--- src/rtl/tbl_pkg.sv ---
package tbl_pkg;

    typedef enum logic [2:0] {
        PH_LEN_LO = 3'd0,
        PH_LEN_HI = 3'd1,
        PH_FLAG   = 3'd2,
        PH_DATA   = 3'd3,
        PH_CHECK  = 3'd4,
        PH_SKIP   = 3'd5
    } phase_t;

    typedef enum logic [1:0] {
        ST_OK       = 2'd0,
        ST_CHECKSUM = 2'd1,
        ST_MISMATCH = 2'd2
    } status_t;

    typedef enum logic {
        KIND_WRITE  = 1'b0,
        KIND_STATUS = 1'b1
    } kind_t;

    typedef enum logic [1:0] {
        CFG_FLAG    = 2'd0,
        CFG_LOAD    = 2'd1,
        CFG_LENGTH  = 2'd2
    } cfg_index_t;

    localparam logic [16:0] BLOCK_OVERHEAD = 17'd2;

    typedef struct packed {
        logic [7:0]  flag;
        logic [15:0] load;
        logic [15:0] length;
    } cfg_t;

    typedef struct packed {
        kind_t       kind;
        logic [15:0] addr;
        logic [7:0]  data;
        status_t     status;
    } result_t;

endpackage

--- src/rtl/tbl_parser.sv ---
module tbl_parser (
    input  logic             clk,
    input  logic             rst_n,
    input  logic             en,
    input  logic [7:0]       byte_in,
    input  tbl_pkg::cfg_t    cfg,
    output logic             res_valid,
    output tbl_pkg::result_t res
);
    import tbl_pkg::*;

    phase_t      phase_reg, phase_next;
    logic [15:0] len_reg, len_next;
    logic [7:0]  xor_reg, xor_next;
    logic [15:0] left_reg, left_next;
    logic [15:0] addr_reg, addr_next;
    logic [15:0] len_word;
    logic        mismatch;

    assign len_word = {byte_in, len_reg[7:0]};
    assign mismatch = (byte_in != cfg.flag) ||
                      ({1'b0, len_reg} != ({1'b0, cfg.length} + BLOCK_OVERHEAD));

    // next state and datapath
    always_comb
    begin
        phase_next = phase_reg;
        len_next   = len_reg;
        xor_next   = xor_reg;
        left_next  = left_reg;
        addr_next  = addr_reg;
        unique case (phase_reg)
            PH_LEN_HI:
            begin
                len_next   = len_word;
                phase_next = (len_word == 16'd0) ? PH_LEN_LO : PH_FLAG;
            end
            PH_FLAG:
            begin
                if (mismatch)
                begin
                    left_next  = len_reg - 16'd1;
                    phase_next = (len_reg == 16'd1) ? PH_LEN_LO : PH_SKIP;
                end
                else
                begin
                    xor_next   = byte_in;
                    addr_next  = cfg.load;
                    left_next  = cfg.length;
                    phase_next = (cfg.length == 16'd0) ? PH_CHECK : PH_DATA;
                end
            end
            PH_DATA:
            begin
                xor_next  = xor_reg ^ byte_in;
                addr_next = addr_reg + 16'd1;
                left_next = left_reg - 16'd1;
                if (left_reg == 16'd1)
                begin
                    phase_next = PH_CHECK;
                end
            end
            PH_CHECK:
            begin
                phase_next = PH_LEN_LO;
            end
            PH_SKIP:
            begin
                left_next = left_reg - 16'd1;
                if (left_reg == 16'd1)
                begin
                    phase_next = PH_LEN_LO;
                end
            end
            default:
            begin
                len_next   = {8'd0, byte_in};
                phase_next = PH_LEN_HI;
            end
        endcase
    end

    // result outputs
    always_comb
    begin
        res_valid  = 1'b0;
        res.kind   = KIND_STATUS;
        res.addr   = 16'd0;
        res.data   = 8'd0;
        res.status = ST_OK;
        unique case (phase_reg)
            PH_LEN_HI:
            begin
                if (len_word == 16'd0)
                begin
                    res_valid  = 1'b1;
                    res.status = ST_MISMATCH;
                end
            end
            PH_FLAG:
            begin
                if (mismatch)
                begin
                    res_valid  = 1'b1;
                    res.status = ST_MISMATCH;
                end
            end
            PH_DATA:
            begin
                res_valid = 1'b1;
                res.kind  = KIND_WRITE;
                res.addr  = addr_reg;
                res.data  = byte_in;
            end
            PH_CHECK:
            begin
                res_valid  = 1'b1;
                res.status = (byte_in == xor_reg) ? ST_OK : ST_CHECKSUM;
            end
            default:
            begin
                res_valid = 1'b0;
            end
        endcase
    end

    always_ff @(posedge clk or negedge rst_n)
    begin
        if (!rst_n)
        begin
            phase_reg <= PH_LEN_LO;
            len_reg   <= 16'd0;
            xor_reg   <= 8'd0;
            left_reg  <= 16'd0;
            addr_reg  <= 16'd0;
        end
        else if (en)
        begin
            phase_reg <= phase_next;
            len_reg   <= len_next;
            xor_reg   <= xor_next;
            left_reg  <= left_next;
            addr_reg  <= addr_next;
        end
    end

endmodule

--- src/rtl/tbl_out_reg.sv ---
module tbl_out_reg (
    input  logic             clk,
    input  logic             rst_n,
    input  logic             load,
    input  tbl_pkg::result_t res,
    input  logic             ready,
    output logic             free,
    output logic             valid,
    output tbl_pkg::result_t res_out
);
    import tbl_pkg::*;

    logic    valid_reg, valid_next;
    result_t res_reg;

    assign free  = !valid_reg || ready;
    assign valid = valid_reg;
    assign res_out = res_reg;

    always_comb
    begin
        valid_next = valid_reg;
        if (load)
        begin
            valid_next = 1'b1;
        end
        else if (ready)
        begin
            valid_next = 1'b0;
        end
    end

    always_ff @(posedge clk or negedge rst_n)
    begin
        if (!rst_n)
        begin
            valid_reg <= 1'b0;
        end
        else
        begin
            valid_reg <= valid_next;
        end
    end

    always_ff @(posedge clk)
    begin
        if (load)
        begin
            res_reg <= res;
        end
    end

endmodule

--- src/rtl/tape_block_loader_xor_check.sv ---
// Tape block loader: parses a stream of tape bytes (length word low byte first, flag, data,
// XOR checksum), emits one memory write per data byte and one status item per block.
// Each tape byte is taken into an input register and decoded by combinational logic into
// an output register, so one byte is accepted per clock while the result output is not
// stalled; each byte gives zero or one result, which reaches the port from the output register.
// Writes leave before the block's checksum verdict, so a consumer discards them on a
// checksum error. Configuration (flag, load address, data length) is sampled at each
// block's flag byte.
module tape_block_loader_xor_check (
    input  logic        clk,
    input  logic        rst_n,
    input  logic        tape_valid,
    output logic        tape_ready,
    input  logic [7:0]  tape_byte,
    output logic        result_valid,
    input  logic        result_ready,
    output logic        result_kind,
    output logic [15:0] write_address,
    output logic [7:0]  write_byte,
    output logic [1:0]  block_status,
    input  logic        cfg_we,
    input  logic [1:0]  cfg_index,
    input  logic [15:0] cfg_data
);
    import tbl_pkg::*;

    cfg_t       cfg_reg;
    logic       in_valid_reg;
    logic [7:0] in_byte_reg;
    logic       out_free;
    logic       proc_en;
    logic       res_valid;
    result_t    res;
    result_t    res_out;

    assign proc_en    = in_valid_reg && out_free;
    assign tape_ready = !in_valid_reg || out_free;

    always_ff @(posedge clk or negedge rst_n)
    begin
        if (!rst_n)
        begin
            cfg_reg <= '0;
        end
        else if (cfg_we)
        begin
            unique case (cfg_index)
                CFG_FLAG:   cfg_reg.flag   <= cfg_data[7:0];
                CFG_LOAD:   cfg_reg.load   <= cfg_data;
                CFG_LENGTH: cfg_reg.length <= cfg_data;
                default:    cfg_reg        <= cfg_reg;
            endcase
        end
    end

    always_ff @(posedge clk or negedge rst_n)
    begin
        if (!rst_n)
        begin
            in_valid_reg <= 1'b0;
        end
        else if (tape_ready)
        begin
            in_valid_reg <= tape_valid;
        end
    end

    always_ff @(posedge clk)
    begin
        if (tape_valid && tape_ready)
        begin
            in_byte_reg <= tape_byte;
        end
    end

    tbl_parser u_parser (
        .clk       (clk),
        .rst_n     (rst_n),
        .en        (proc_en),
        .byte_in   (in_byte_reg),
        .cfg       (cfg_reg),
        .res_valid (res_valid),
        .res       (res)
    );

    tbl_out_reg u_out (
        .clk     (clk),
        .rst_n   (rst_n),
        .load    (proc_en && res_valid),
        .res     (res),
        .ready   (result_ready),
        .free    (out_free),
        .valid   (result_valid),
        .res_out (res_out)
    );

    assign result_kind   = res_out.kind;
    assign write_address = res_out.addr;
    assign write_byte    = res_out.data;
    assign block_status  = res_out.status;

    // a stalled result holds the byte waiting in the input register
    assert property (@(posedge clk) disable iff (!rst_n)
        in_valid_reg && !out_free |=> in_valid_reg && $stable(in_byte_reg))
        else $error("input item lost while output stalled");

    // write items always carry an ok status field
    assert property (@(posedge clk) disable iff (!rst_n)
        result_valid && (res_out.kind == KIND_WRITE) |-> (res_out.status == ST_OK))
        else $error("write item with nonzero status");

    // status items carry only defined codes and no address
    assert property (@(posedge clk) disable iff (!rst_n)
        result_valid && (res_out.kind == KIND_STATUS) |->
            ((res_out.status == ST_OK) || (res_out.status == ST_CHECKSUM) ||
             (res_out.status == ST_MISMATCH)) && (res_out.addr == 16'd0))
        else $error("malformed status item");

endmodule
--- config.mk ---
export PLATFORM = sky130hd
export DESIGN_NAME = tape_block_loader_xor_check
export DESIGN_NICKNAME = d
export VERILOG_FILES = /design/src/rtl/tbl_pkg.sv /design/src/rtl/tbl_parser.sv /design/src/rtl/tbl_out_reg.sv /design/src/rtl/tape_block_loader_xor_check.sv
export SDC_FILE = /design/constraint.sdc
export NUM_CORES = 1
export LEC_CHECK = 0
export BUFFER_PORTS_ARGS = -buffer_cell sky130_fd_sc_hd__buf_2
export CELL_PAD_IN_SITES_DETAIL_PLACEMENT = 2
export CELL_PAD_IN_SITES_GLOBAL_PLACEMENT = 2
export CORE_UTILIZATION = 39
export DETAILED_ROUTE_END_ITERATION = 8
export MAX_ROUTING_LAYER = met4
export PLACE_DENSITY_LB_ADDON = 0.05
export SLEW_MARGIN = 20
export SYNTH_ARGS = -nofsm -noshare
export SYNTH_HDL_FRONTEND = slang
export SYNTH_SLANG_ARGS = --single-unit
export TNS_END_PERCENT = 10
--- constraint.sdc ---
create_clock -name clk -period 4.8 [get_ports clk]
set_clock_uncertainty 0.15 [all_clocks]
set_input_delay 0.72 -clock clk [delete_from_list [all_inputs] [get_ports clk]]
set_output_delay 0.72 -clock clk [all_outputs]
set_load 0.005 [all_outputs]
# --- Yosys cells after proc, flatten, opt, wreduce, memory -nomap -nowiden ---
# Cells that the tools add are included.
# W data, S select, Z words.
totals:
  reg_bits: 136
  input_bits: 31
  output_inout_bits: 29
classes:
  n_addsub: 4
  reduce_logical: 25
  n_bitwise: 3
  eq_ne: 15
  n_mux: 24
op_table:
  columns: ["op", "n"]
  rows:
  - ["$pmux W16 S2", 3]
  - ["$eq A16 B1 Y1 const B", 2]
  - ["$logic_not A16 Y1", 2]
  - ["$mux W16", 2]
  - ["$sub A16 B1 Y16 const B", 2]
  - ["$mux W25", 1]
  - ["$add A16 B2 Y17 const B", 1]
  - ["$ne A16 B17 Y1", 1]
  - ["$add A16 B1 Y16 const B", 1]
  - ["$pmux W8 S2", 1]
  - ["$mux W3", 5]
  - ["$pmux W3 S5", 1]
  - ["$reduce_and A2 Y1", 5]
  - ["$reduce_and A3 Y1", 3]
  - ["$eq A8 B8 Y1", 1]
  - ["$mux W8", 1]
  - ["$ne A8 B8 Y1", 1]
  - ["$xor A8 B8 Y8", 1]
  - ["$eq A3 B2 Y1 const B", 2]
  - ["$eq A3 B3 Y1 const B", 2]
  - ["$mux W2", 3]
  - ["$pmux W2 S3", 1]
  - ["$reduce_bool A2 Y1", 3]
  - ["$mux W1", 5]
  - ["13 further kinds", 21]

# --- Logic depth before layout (Yosys ltp) ---
# Gate-level depths: netlist (run 1).
depth:
  depth_word: 7
  depth_mapped: 11

# --- Hierarchy ---
# From an unflattened synthesis (run 1), not the netlist that was laid out.
unflattened:
  hier_cells: 742
  area_unflattened_um2: 7527.2
by_module_without_submodules:
  columns: ["module", "n_inst", "area_per_inst_um2", "cells_per_inst"]
  rows:
  - ["tbl_parser", 1, 4847.1, 613]
  - ["tape_block_loader_xor_check", 1, 1821.7, 99]
  - ["tbl_out_reg", 1, 858.3, 30]

# --- Worst setup path before layout (run 1) ---
# OpenSTA, ideal clock, no wires.
synth_path:
  path_kind: "reg2reg"
  from: "reg cfg_reg[1] in the netlist's numbering"
  to: "reg u_out.res_reg (netlist bit u_out.res_out[0]) (enable)"
  path_stages_with_launch: 11
  arrival_time_ns: 3.324
  required_time_ns: 4.239
  slack_ns: 0.915
  setup_ns: 0.411
  n_path_buf: 2
  path_cell_list: "dfrtp_1 ha_1 nand3_2 o41ai_1 o21ai_0 a21oi_1 or4_1 buf_2 buf_2 a21oi_1 nor2_1"
synth_via:
  elab_chain_len: 6
synth_lines:
  columns: ["element", "line_no", "source"]
  rows:
  - ["from (decl)", "tape_block_loader_xor_check.sv:27", "cfg_t cfg_reg;"]
  - ["from (signal assigned)", "tape_block_loader_xor_check.sv:51", "default: cfg_reg <= cfg_reg;"]
  - ["$add A16 B2 Y17", "tbl_parser.sv:22", "({1'b0, len_reg} != ({1'b0, cfg.length} + BLOCK_OVERHEAD));"]
  - ["$ne A16 B17 Y1", "tbl_parser.sv:22", null]
  - ["$logic_or A1 B1 Y1", "tbl_parser.sv:21", "assign mismatch = (byte_in != cfg.flag) ||"]
  - ["$mux W1", "tbl_parser.sv:102", "if (mismatch)"]
  - ["$pmux W1 S3", "tbl_parser.sv:91", "unique case (phase_reg)"]
  - ["$logic_and A1 B1 Y1", "tape_block_loader_xor_check.sv:89", ".load (proc_en && res_valid),"]
  - ["via u_out.load", "tbl_out_reg.sv:4", "input logic load,"]
  - ["to (signal assigned)", "tbl_out_reg.sv:49", "res_reg <= res;"]
  - ["to (decl)", "tbl_out_reg.sv:14", "result_t res_reg;"]
# The timed path passes the listed nets, and every way through them passes these cells.
# A chain may end at the register's enable or synchronous reset.

# --- Final worst setup path (run 1) ---
layout_path:
  from: "reg cfg_reg[1] in the netlist's numbering"
  to: "reg u_out.res_reg (netlist bit u_out.res_out[21]) (enable)"
# Same word-level chain as after synthesis.

==> summary.md, run 1 <==
| Metric | Value |
|---|---|
| Num ports | `60` |
| Sequential power share | `40.1%` |
| Worst Path Max Fanout | `18` |
| Internal power | `3060 µW` |
| Initial antenna violation count | `0` |
| Crit-path slowest cell | `nor2_2` |
| Ant diodes | `0` |
| Failing checks | `DRC` |
| Switch share | `40.6%` |
| Fin nets | `800` |
| Register bit total from synthesis | `136` |
| Yosys top cell by area | `dfrtp_1` |
| Post-DP HPWL | `17.6 mm` |
| Crit path buf inv count | `1` |
| Slew Limit Headroom | `40.5%` |
| DR pass1 iterations | `7` |
| Cts hold-fix bufs | `0` |
| RSZ-0062 raised after global routing | `no` |
| Max Buffers Root-to-Sink | `2` |
| Crit path DAT | `3.48 ns` |
| Post_cts resized | `0` |
| Post-Syn Nets | `758` |
| Critical path class | `register to register` |
| Yosys top cell area share | `34.4%` |
| Hold Vio Cnt, Final | `0` |
| DRC | `4` |
| Proportion of layout cells with a drive suffix above 1 | `20.7%` |
| Total CTS buffers | `17` |
| Crit-path max cell delay | `0.49 ns` |
| Cell total after placement | `973` |
| Run status | `finished with violations` |
| Area growth from synthesis to layout | `14.7%` |
| Num rows | `49` |
| Grt total ovfl | `0` |
| Number of vias per cell | `5.98` |
| Die area | `19400 µm²` |
| Tightest Pin Transition | `0.891 ns` |
| Placed Area | `7810 µm²` |
| CP startpoint | `cfg_reg[1]` |
| First-pass GRT wire length | `39.3 mm` |
| Initial DRC count | `289` |
| Number of global-route vias before repair | `6592` |
| Largest net degree at the start of global routing | `58` |
| Tot Pwr | `5160 µW` |
| Yosys warning count | `0` |
| Top sig layer | `met4` |
| Fin. max-slew vios | `0` |
| Met2 wire length | `12.6 mm` |
| Clock share of power | `25.9%` |
| Gpl congestion | `0.866` |
| Psw | `2100 µW` |
| Post-synthesis cell count | `721` |
| Crit-path cells | `ha_1 > nand3_2 > o41ai_1 > o21ai_0 > a21oi_1 > or4_1 > a21oi_1 > nor2_2 > buf_4` |
| Final wirelength | `24.9 mm` |
| Clock latency on the worst-skew pair | `0.43 ns` |
| TNS Setup | `0 ns` |
| CTS tree | `done` |
| Initial Util | `40.3%` |
| Finished layout cell area | `8420 µm²` |
| Met3 Wirelength | `846 µm` |
| Number of synthesized flops with an enable pin | `35` |
| Final number of setup-violating endpoints | `0` |
| Reg clk slew, reported paths | `0.06 ns` |
| Crit. End Element | `register` |
| Max-cap violations | `0` |
| Fin crit share | `73.3%` |
| Via count | `6007` |
| Main flop type after synthesis | `dfrtp_1` |
| GR Util All Layers | `28.0%` |
| Clk sink count | `136` |
| Met1 wire length | `10.8 mm` |
| Die width | `139 µm` |
| Fin cells | `1005` |
| Most frequent CP cell | `a21oi_1` |
| Worst hold-check path type | `input pin to async pin` |
| Routed len/inst | `24.8 µm` |
| I/O Buffers | `59` |
| Post-synth cell types | `60` |
| Largest register FFs | `40` |
| VDD IR max | `292 µV` |
| Final Critical Period | `3.52 ns` |
| Post-route antenna net violation count | `0` |
| R2r startpoint | `cfg_reg[1]` |
| Part of the Yosys area used for sequential elements | `48.8%` |
| Avg Inst Size Synth | `10.2 µm²` |
| Startpoint Class | `register` |
| Pwr dens | `612 nW/µm²` |
| WP data required | `4.77 ns` |
| Root Driver | `clkbuf_16` |
| Lkg Pwr | `0.00355 µW` |
| Top cells by area, synth | `dfrtp_1, edfxtp_1, mux2_2, o21ai_0, nand2_1` |
| Power share of the combinational group | `34.0%` |
| Crit path max-delay family | `compound AO/OA/AOI/OAI gates` |
| Filler Cells Inserted | `1927` |
| H-tree levels | `4` |
| Height of the die | `139 µm` |
| Postcts setup bufs | `0` |
| Core Area | `18200 µm²` |
| Mapped cell area | `7340 µm²` |
| FFs w/ async S/R, synth | `74.3%` |
| F_max | `0.284 GHz` |
-- synth_stat cells, types with 19 or more instances --
cell type and instances:
dfrtp_1 101, nand2_1 69, o21ai_0 60, mux2_2 48, nor2_1 47, clkbuf_1 35
edfxtp_1 35, xor2_1 29, and3_1 27, a21oi_1 22, nand3_1 22, nor3_1 20
xnor2_1 20, nor4_1 19
-- worst paths after layout --
check                                        endpoint  slack [ns]  cells after the start
worst max-delay path                u_out.res_out[21]        1.28                      9
worst min-delay path             u_parser.left_reg[7]        0.20                      1
worst max register to register      u_out.res_out[21]        1.28                      9
worst min register to register  u_parser.left_reg[12]        0.38                      2
max in group asynchronous        u_parser.len_reg[10]        3.11                      2
min in group clk                       in_byte_reg[6]        0.32                      1
-- cell usage in the layout, fill, tap and decap left out, drive strengths merged, types with 8 or more instances in the layout --
cell,instances
inv,16
buf,71
a22oi,9
o22ai,8
and3,27
nand2,69
edfxtp,35
a32o,10
dfrtp,101
nand3,23
mux2i,16
xnor2,20
clkbuf,20
nor2,47
nor4,20
nor3,20
nand4,8
mux2,49
a21oi,22
xor2,29
o21ai,61
nor2b,13
-- through the flow --
stage          hold slack [ns]  worst slack (ns)  utilization [%]
4_1_cts                  0.244              1.27             46.2
2_1_floorplan            0.274             0.915                -
5_1_grt                  0.244             0.966             46.2
6_report                 0.199              1.28             46.2
3_3_place_gp             0.350              1.46             42.9
3_5_place_dp             0.354              1.31             42.9
-- power by group through the flow --
stage                     Combinational, µW  Sequential [µW]  Clock, µW
after global placement                 1640             2040          0
after global routing                   1940             2120       1420
final                                  1750             2070       1340
after CTS                              1770             2060       1360
after floorplan                        1280             1840          0
after detailed placement               1730             2070          0
-- per-layer routing --
layer | GRT usage [%] | vias to the layer above
met4 | 9.42 | 0
met3 | 5.18 | 38
met5 | - | -
met2 | 47.3 | 114
met1 | 33.6 | 3129
li1 | - | 2726
-- final cells by class --
type                       count  area [µm²]  share of cell area, %
clock buffer                  20         478                   5.68
clock inverter                12         126                   1.50
inverter                      10        37.5                  0.446
multi-input combinational    527        3520                   41.9
sequential                   136        3580                   42.5
tap                          229         287                   3.40
timing repair buffer          71         388                   4.61
-- cells by family (layout without fill, tap and decap cells) --
kind of cell	after synthesis	after routing	synth area share, %
AOI/OAI and AO/OA	144	144	12.5
xor gates and xnor gates	49	49	5.85
adders and majority gates	6	6	1.02
buffers and inverters	58	113	3.31
DFF	136	136	48.8
muxes	65	65	9.70
and+or+nand+nor	263	263	18.8
Note: power is estimated with default switching activity, not from simulation.
==> run 2: changes to the inputs <==
--- a/config.mk
+++ b/config.mk
@@ -8,7 +8,7 @@
 export BUFFER_PORTS_ARGS = -buffer_cell sky130_fd_sc_hd__buf_2
 export CELL_PAD_IN_SITES_DETAIL_PLACEMENT = 2
 export CELL_PAD_IN_SITES_GLOBAL_PLACEMENT = 2
-export CORE_UTILIZATION = 39
+export CORE_UTILIZATION = 35
 export DETAILED_ROUTE_END_ITERATION = 8
 export MAX_ROUTING_LAYER = met4
 export PLACE_DENSITY_LB_ADDON = 0.05
==> constraint.sdc (replaced) <==
create_clock -name clk -period 2.83 [get_ports clk]
set_clock_uncertainty 0.15 [all_clocks]
set_input_delay 0.4245 -clock clk [delete_from_list [all_inputs] [get_ports clk]]
set_output_delay 0.4245 -clock clk [all_outputs]
set_load 0.005 [all_outputs]
==> run 2 against run 1 <==
- the run ends with setup timing left
- design area increased by 9.9%
- combinational power rose by 110%
- via count rose by 6.5%
- count of clock-buffer cells in the layout decreased by 1
- cell count is 12% higher
- largest cell class is now multi-input gates
- flip-flop and latch count unchanged
- clock power rose by 68%
- setup slack worse by 1.4 ns
- critical path depth grew 1
- global-route usage is 1.0 points lower
- first-iteration DRC count increased by 7.6%
==> summary.md, run 2 (synthesis gave the netlist of run 1 again) <==
| Metric | Value |
|---|---|
| Routed len/inst | `24.1 µm (-2.5%)` |
| Num ports | `60 (unchanged)` |
| Height of the die | `147 µm (+5.5%)` |
| Worst Path Max Fanout | `5 (-13)` |
| Crit-path cells | `ha_4 > nand3_4 > or4b_4 > o211ai_1 > a21oi_2 > or4_4 > a21oi_4 > buf_12 > nor2_4 > buf_4` |
| Clock latency on the worst-skew pair | `0.42 ns (about the same)` |
| Tightest Pin Transition | `0.649 ns (-0.241 ns)` |
| Tot Pwr | `9340 µW (+81%)` |
| Startpoint Class | `register` |
| Initial DRC count | `311 (+7.6%)` |
| Die area | `21600 µm² (+11%)` |
| Hold Crit Start | `tape_byte[0]` |
| Pwr dens | `1010 nW/µm² (+65%)` |
| Root Driver | `clkbuf_16` |
| Reg clk slew, reported paths | `0.06 ns (about the same)` |
| Crit path max-delay family | `simple AND/OR/NAND/NOR gates` |
| Gpl congestion | `0.888 (+2.5%)` |
| R2R Setup Slk | `-0.15 ns (-1.43 ns)` |
| Post-DP HPWL | `20.2 mm (+15%)` |
| Fin cells | `1123 (+12%)` |
| H-tree levels | `4 (unchanged)` |
| DR pass1 iterations | `4 (-3)` |
| Initial Util | `36.0% (-4.3 points)` |
| Setup WS post-layout | `-0.150 ns (-1.43 ns)` |
| Crit path buf inv count | `2 (+1)` |
| Fin crit share | `105% (+32 points)` |
| Largest register FFs | `40 (unchanged)` |
| Grt total ovfl | `0 (unchanged)` |
| Critical path class | `register to register` |
| R2r startpoint | `cfg_reg[2]` |
| Initial antenna violation count | `0 (unchanged)` |
| Fin. max-slew vios | `0 (unchanged)` |
| Crit path DAT | `3.02 ns (-0.46 ns)` |
| Max-cap violations | `0 (unchanged)` |
| Worst hold-check path type | `input pin to register` |
| First-pass GRT wire length | `42.4 mm (+7.9%)` |
| Final wirelength | `27.1 mm (+8.9%)` |
| Clk sink count | `136 (unchanged)` |
| Number of global-route vias before repair | `7072 (+7.3%)` |
| Hold Crit Endpoint | `in_byte_reg[0]` |
| Post-route antenna net violation count | `0 (unchanged)` |
| WP data required | `2.87 ns (-1.90 ns)` |
| Hold Vio Cnt, Final | `0 (unchanged)` |
| Via count | `6397 (+6.5%)` |
| Max Buffers Root-to-Sink | `2 (unchanged)` |
| Core Area | `20400 µm² (+12%)` |
| Cell total after placement | `1078 (+11%)` |
| GR Util All Layers | `27.0% (-1.0 points)` |
| Proportion of layout cells with a drive suffix above 1 | `30.0% (+9.3 points)` |
| Fin nets | `877 (+9.6%)` |
| Crit-path max cell delay | `0.57 ns (+0.08 ns)` |
| Final hold slack | `0.0349 ns (-0.164 ns)` |
| Num rows | `52 (+6.1%)` |
| CTS tree | `done` |
| Final Critical Period | `2.98 ns (-0.538 ns)` |
| VDD IR max | `408 µV (+40%)` |
| I/O Buffers | `59 (unchanged)` |
| RSZ-0062 raised after global routing | `yes` |
| Number of vias per cell | `5.70 (-4.7%)` |
| Lkg Pwr | `0.00394 µW (+11%)` |
| Crit. End Element | `register` |
| DRC | `0 (-4)` |
| R2R cell count | `10 (+1)` |
| Area growth from synthesis to layout | `26.0%` |
| F_max | `0.336 GHz (+18%)` |
| FF-to-FF End | `u_out.res_out[15]` |
| Total CTS buffers | `17 (unchanged)` |
| Final core occ | `45.4% (-0.82 points)` |
| Largest net degree at the start of global routing | `57 (-1.7%)` |
| Ant diodes | `0 (unchanged)` |
| Final number of setup-violating endpoints | `36 (+36)` |
| Failing checks | `setup timing` |
| Commonest cells after routing, fill and taps aside | `dfrtp_1, buf_4, nand2_1` |
| Crit-path slowest cell | `or4_4` |
| Post-place setup slack | `-0.208 ns (-1.52 ns)` |
| Run status | `finished with violations` |
| Die width | `147 µm (+5.5%)` |
| Slew Limit Headroom | `56.3% (+16 points)` |
| Leading cell type in the layout, fill and taps excluded | `dfrtp_1` |
| WHS Path Cells | `1` |
run 2: cell types whose count changed in the layout (fill, tap and decap cells not counted), sizes merged:
cell | previous run | this run
buf | 71 | 144
bufinv | 1 | 2
clkinvlp | 2 | 6
dlygate4sd3 | 0 | 1
inv | 16 | 12
nor2 | 47 | 49
run 2: what timing repair did:
action | 4_1_cts | 5_1_grt
buffers inserted | 1 | 9
endpoints found under the hold margin | 25 | 0
gates cloned | 2 | 1
hold buffers | 1 | 0
pin swaps | 5 | 9
gates resized for setup | 15 | 18
endpoints found under the setup margin | 67 | 69
run 2: worst max-delay path by stage:
stage / depth (start not counted) / end / slack [ns] / startpoint
after floorplan: 10 / u_out.res_out[0] / -0.02 / cfg_reg[2]
after global placement: 8 / u_out.res_out[20] / -0.12 / cfg_reg[10]
after detailed placement: 9 / u_out.res_out[19] / -0.21 / cfg_reg[2]
after CTS: 10 / u_out.res_out[6] / -0.08 / cfg_reg[1]
after global routing: 10 / u_out.res_out[15] / -0.23 / cfg_reg[2]
final: 10 / u_out.res_out[15] / -0.15 / cfg_reg[2]
run 2: through the flow:
stage                     area [µm²]  TNS, ns
after floorplan                 7420   -0.423
after global placement          8430    -4.49
after global routing            9250    -8.33
final                           9250    -2.62
after CTS                       9100    -2.30
after detailed placement        8430    -8.92
run 2: routing by layer:
| metal | track usage [%] | vias up | routed length, µm |
|---|---|---|---|
| met3 | 4.44 | 39 | 1290 |
| li1 | - | 2879 | - |
| met4 | 8.91 | 0 | 692 |
| met2 | 43.8 | 154 | 13300 |
| met1 | 34.2 | 3325 | 11800 |
| met5 | - | - | 0 |
run 2: power by group:
part	internal, µW	total, µW	switching, µW
registers	2670	3390	727
clock network	1310	2250	940
logic	1640	3700	2060
run 2: final cells by class:
type                    instances  area (µm²)
clock buffers                  19         433
clock inverters                13         148
fillers                      2148       11100
inverters                      10        37.5
multi-input cells             529        3670
flip-flops and latches        136        3580
well taps                     270         338
repair buffers                146        1040
==> run 3: changes to the inputs <==
--- a/config.mk
+++ b/config.mk
@@ -5,10 +5,12 @@
 export SDC_FILE = /design/constraint.sdc
 export NUM_CORES = 1
 export LEC_CHECK = 0
+export ABC_AREA = 1
 export BUFFER_PORTS_ARGS = -buffer_cell sky130_fd_sc_hd__buf_2
 export CELL_PAD_IN_SITES_DETAIL_PLACEMENT = 2
 export CELL_PAD_IN_SITES_GLOBAL_PLACEMENT = 2
-export CORE_UTILIZATION = 35
+export CORE_ASPECT_RATIO = 1.5
+export CORE_UTILIZATION = 32
 export DETAILED_ROUTE_END_ITERATION = 8
 export MAX_ROUTING_LAYER = met4
 export PLACE_DENSITY_LB_ADDON = 0.05
==> run 3 against run 2 <==
- the run now ends clean
- total power is 1.9% higher
- setup slack better by 0.32 ns
- sequential share of layout area is 1.6 points lower
- global-route usage is 1.6 points lower
- synthesized cell count is 50% higher
- first-iteration DRC count is 14% lower
- count of clock-buffer cells in the layout is 1 lower
- wire length is 11% higher
- cell count is 35% higher
- sequential power is 5% lower
==> summary.md, run 3 <==
| Metric | Value |
|---|---|
| RSZ-0062 raised after global routing | `no` |
| Post-route antenna net violation count | `0 (unchanged)` |
| Yosys warning count | `0 (unchanged)` |
| Largest register FFs | `40 (unchanged)` |
| Die area | `25100 µm² (+17%)` |
| Final Critical Period | `2.66 ns (-0.316 ns)` |
| Clk sink count | `136 (unchanged)` |
| Pwr dens | `986 nW/µm² (-2.4%)` |
| Hold Vio Cnt, Final | `0 (unchanged)` |
| Main flop type after synthesis | `dfrtp_1` |
| Fin nets | `1225 (+40%)` |
| Critical path class | `register to register` |
| Leading cell type in the layout, fill and taps excluded | `nand2_1` |
| Clock latency on the worst-skew pair | `0.44 ns (+0.02 ns)` |
| H-tree levels | `4 (unchanged)` |
| Yosys top cell area share | `32.3% (-2.2 points)` |
| DR pass1 iterations | `6 (+2)` |
| CTS tree | `done` |
| Number of global-route vias before repair | `8427 (+19%)` |
| WP data required | `3.04 ns (+0.17 ns)` |
| Max Buffers Root-to-Sink | `2 (unchanged)` |
| Startpoint Class | `register` |
| Run status | `completed` |
| Final wirelength | `30.2 mm (+11%)` |
| Core Area | `23800 µm² (+17%)` |
| Slew Limit Headroom | `55.1% (-1.2 points)` |
| Initial Util | `32.9% (-3.1 points)` |
| Tightest Pin Transition | `0.667 ns (+0.0172 ns)` |
| GR Util All Layers | `25.4% (-1.6 points)` |
| Crit. End Element | `register` |
| Initial antenna violation count | `0 (unchanged)` |
| Proportion of layout cells with a drive suffix above 1 | `15.7% (-14 points)` |
| Post-synthesis cell count | `1078 (+50%)` |
| Number of vias per cell | `4.99 (-12%)` |
| First-pass GRT wire length | `46.1 mm (+8.7%)` |
| Gpl congestion | `0.823 (-7.3%)` |
| I/O Buffers | `59 (unchanged)` |
| Die width | `130 µm (-12%)` |
| Fin crit share | `94.1% (-11 points)` |
| Mapped cell area | `7840 µm² (+6.8%)` |
| Post-synth cell types | `40 (-33%)` |
| DRC | `0 (unchanged)` |
| Filler Cells Inserted | `2850 (+33%)` |
| Avg Inst Size Synth | `7.27 µm² (-29%)` |
| Number of synthesized flops with an enable pin | `35 (unchanged)` |
| Reg clk slew, reported paths | `0.06 ns (about the same)` |
| Height of the die | `194 µm (+32%)` |
| Part of the Yosys area used for sequential elements | `45.7% (-3.1 points)` |
| Register bit total from synthesis | `136 (unchanged)` |
| Max-cap violations | `0 (unchanged)` |
| Crit path DAT | `2.87 ns (-0.15 ns)` |
| Post-DP HPWL | `23.0 mm (+14%)` |
| Ant diodes | `0 (unchanged)` |
| Via count | `7591 (+19%)` |
| F_max | `0.375 GHz (+12%)` |
| Tot Pwr | `9520 µW (+1.9%)` |
| Area growth from synthesis to layout | `23.2%` |
| Num rows | `69 (+33%)` |
| Initial DRC count | `268 (-14%)` |
| VDD IR max | `436 µV (+6.9%)` |
| Post-Syn Nets | `1115 (+47%)` |
| Post-synth top cells | `nand2_1, inv_1, nor2_1` |
| Lkg Pwr | `0.00466 µW (+18%)` |
| Num ports | `60 (unchanged)` |
| Worst hold-check path type | `input pin to register` |
| Largest net degree at the start of global routing | `49 (-14%)` |
| Routed len/inst | `19.8 µm (-18%)` |
| Total CTS buffers | `17 (unchanged)` |
| FFs w/ async S/R, synth | `74.3% (unchanged)` |
| Post-place setup slack | `-0.0375 ns (+0.170 ns)` |
| Fin. max-slew vios | `0 (unchanged)` |
| Setup WS post-layout | `0.167 ns (+0.316 ns)` |
| Top cells by area, synth | `dfrtp_1, nand2_1, edfxtp_1, inv_1, o21ai_0` |
| Final number of setup-violating endpoints | `0 (-100%)` |
| Root Driver | `clkbuf_16` |
| Commonest cells after routing, fill and taps aside | `nand2_1, inv_1, nor2_1` |
| Count leader, synth | `nand2_1` |
| Worst Path Max Fanout | `24 (+19)` |
| Yosys top cell by area | `dfrtp_1` |
| Grt total ovfl | `0 (unchanged)` |
## run 3: cell count changes after synthesis, moves of 14 or more
cell / previous run / this run
nand2_1: 69 / 328
and3_1: 27 / 0
xnor2_1: 20 / 6
mux2i_1: 16 / 0
mux2_2: 48 / 0
o21ai_0: 60 / 96
nand3_1: 22 / 83
nor2_1: 47 / 119
inv_1: 10 / 149
clkbuf_1: 35 / 17
## run 3: layer usage
layer  up-vias  GRT usage (%)  part of all wire (%)
li1       3667              -                     -
met4         0           8.87                   2.8
met3        40           2.87                   2.0
met1      3795           26.2                    38
met2        89           48.3                    57
met5         -              -                     0
## run 3: cell families after synthesis
kind of cell / after synthesis / share of synthesized area, %
AOI/OAI and AO/OA: 149 / 10.5
and+or+nand+nor: 583 / 31.2
buffers and inverters: 180 / 8.99
DFF: 136 / 45.7
xor gates and xnor gates: 24 / 2.68
adders and majority gates: 6 / 0.958
## run 3: power breakdown
part	internal, µW	total [µW]	switching (µW)
Sequential	2660	3230	565
Clock	1390	2330	943
Combinational	1370	3960	2600
Total	5420	9520	4100
## run 3: worst max-delay path, cell delays in order, from the launching register on
cell	delay, ns
dfrtp_2	0.45
ha_4	0.19
nand2_2	0.08
nor2_4	0.07
buf_4	0.14
nand2_1	0.05
nand2_1	0.05
nand2_1	0.08
nand2_1	0.07
inv_1	0.06
nand2_1	0.08
nor2_4	0.15
nand3_2	0.11
buf_12	0.17
a21oi_4	0.16
buf_12	0.14
clkbuf_16	0.21
nand2_1	0.07
o21ai_0	0.07
## run 3: final timing paths
kind | start | end | slack [ns] | cells past startpoint
setup / recovery | cfg_reg[1] | u_parser.xor_reg[1] | 0.17 | 18
hold / removal | tape_byte[3] | in_byte_reg[3] | 0.02 | 1
setup reg to reg | cfg_reg[1] | u_parser.xor_reg[1] | 0.17 | 18
hold reg to reg | cfg_reg[19] | cfg_reg[19] | 0.34 | 2
max in group asynchronous | rst_n | u_parser.xor_reg[2] | 1.44 | 3
min in group asynchronous | rst_n | u_parser.left_reg[10] | 0.35 | 2
## run 3: timing repair
action / CTS / global route
gates cloned: 0 / 3
setup endpoints to repair: 27 / 51
gates resized for setup: 2 / 20
hold buffers: 2 / 0
pin swaps: 0 / 3
buffers inserted: 0 / 3
endpoints found under the hold margin: 31 / 0
## run 3: layout make-up
cell class / instances / area (µm²) / share of cell area [%]
clock buffer: 18 / 429 / 4.44
inverter: 151 / 567 / 5.87
multi-input combinational: 762 / 3620 / 37.5
sequential: 136 / 3590 / 37.2
tap: 319 / 399 / 4.13
clock inverter: 14 / 174 / 1.80
timing repair buffer: 120 / 876 / 9.07
## run 3: per-stage QoR
stage          area (µm²)  setup TNS (ns)  cells  utilization [%]  hold WS (ns)
5_1_grt              9660               0   1520             40.5       0.00662
3_5_place_dp         8850          -0.839   1480             37.1         0.264
3_3_place_gp         8850               0   1480             37.1         0.266
4_1_cts              9480               0   1514             39.8       0.00529
6_report             9660               0   1520             40.5        0.0199
2_1_floorplan        7840               0   1078                -       -0.0211
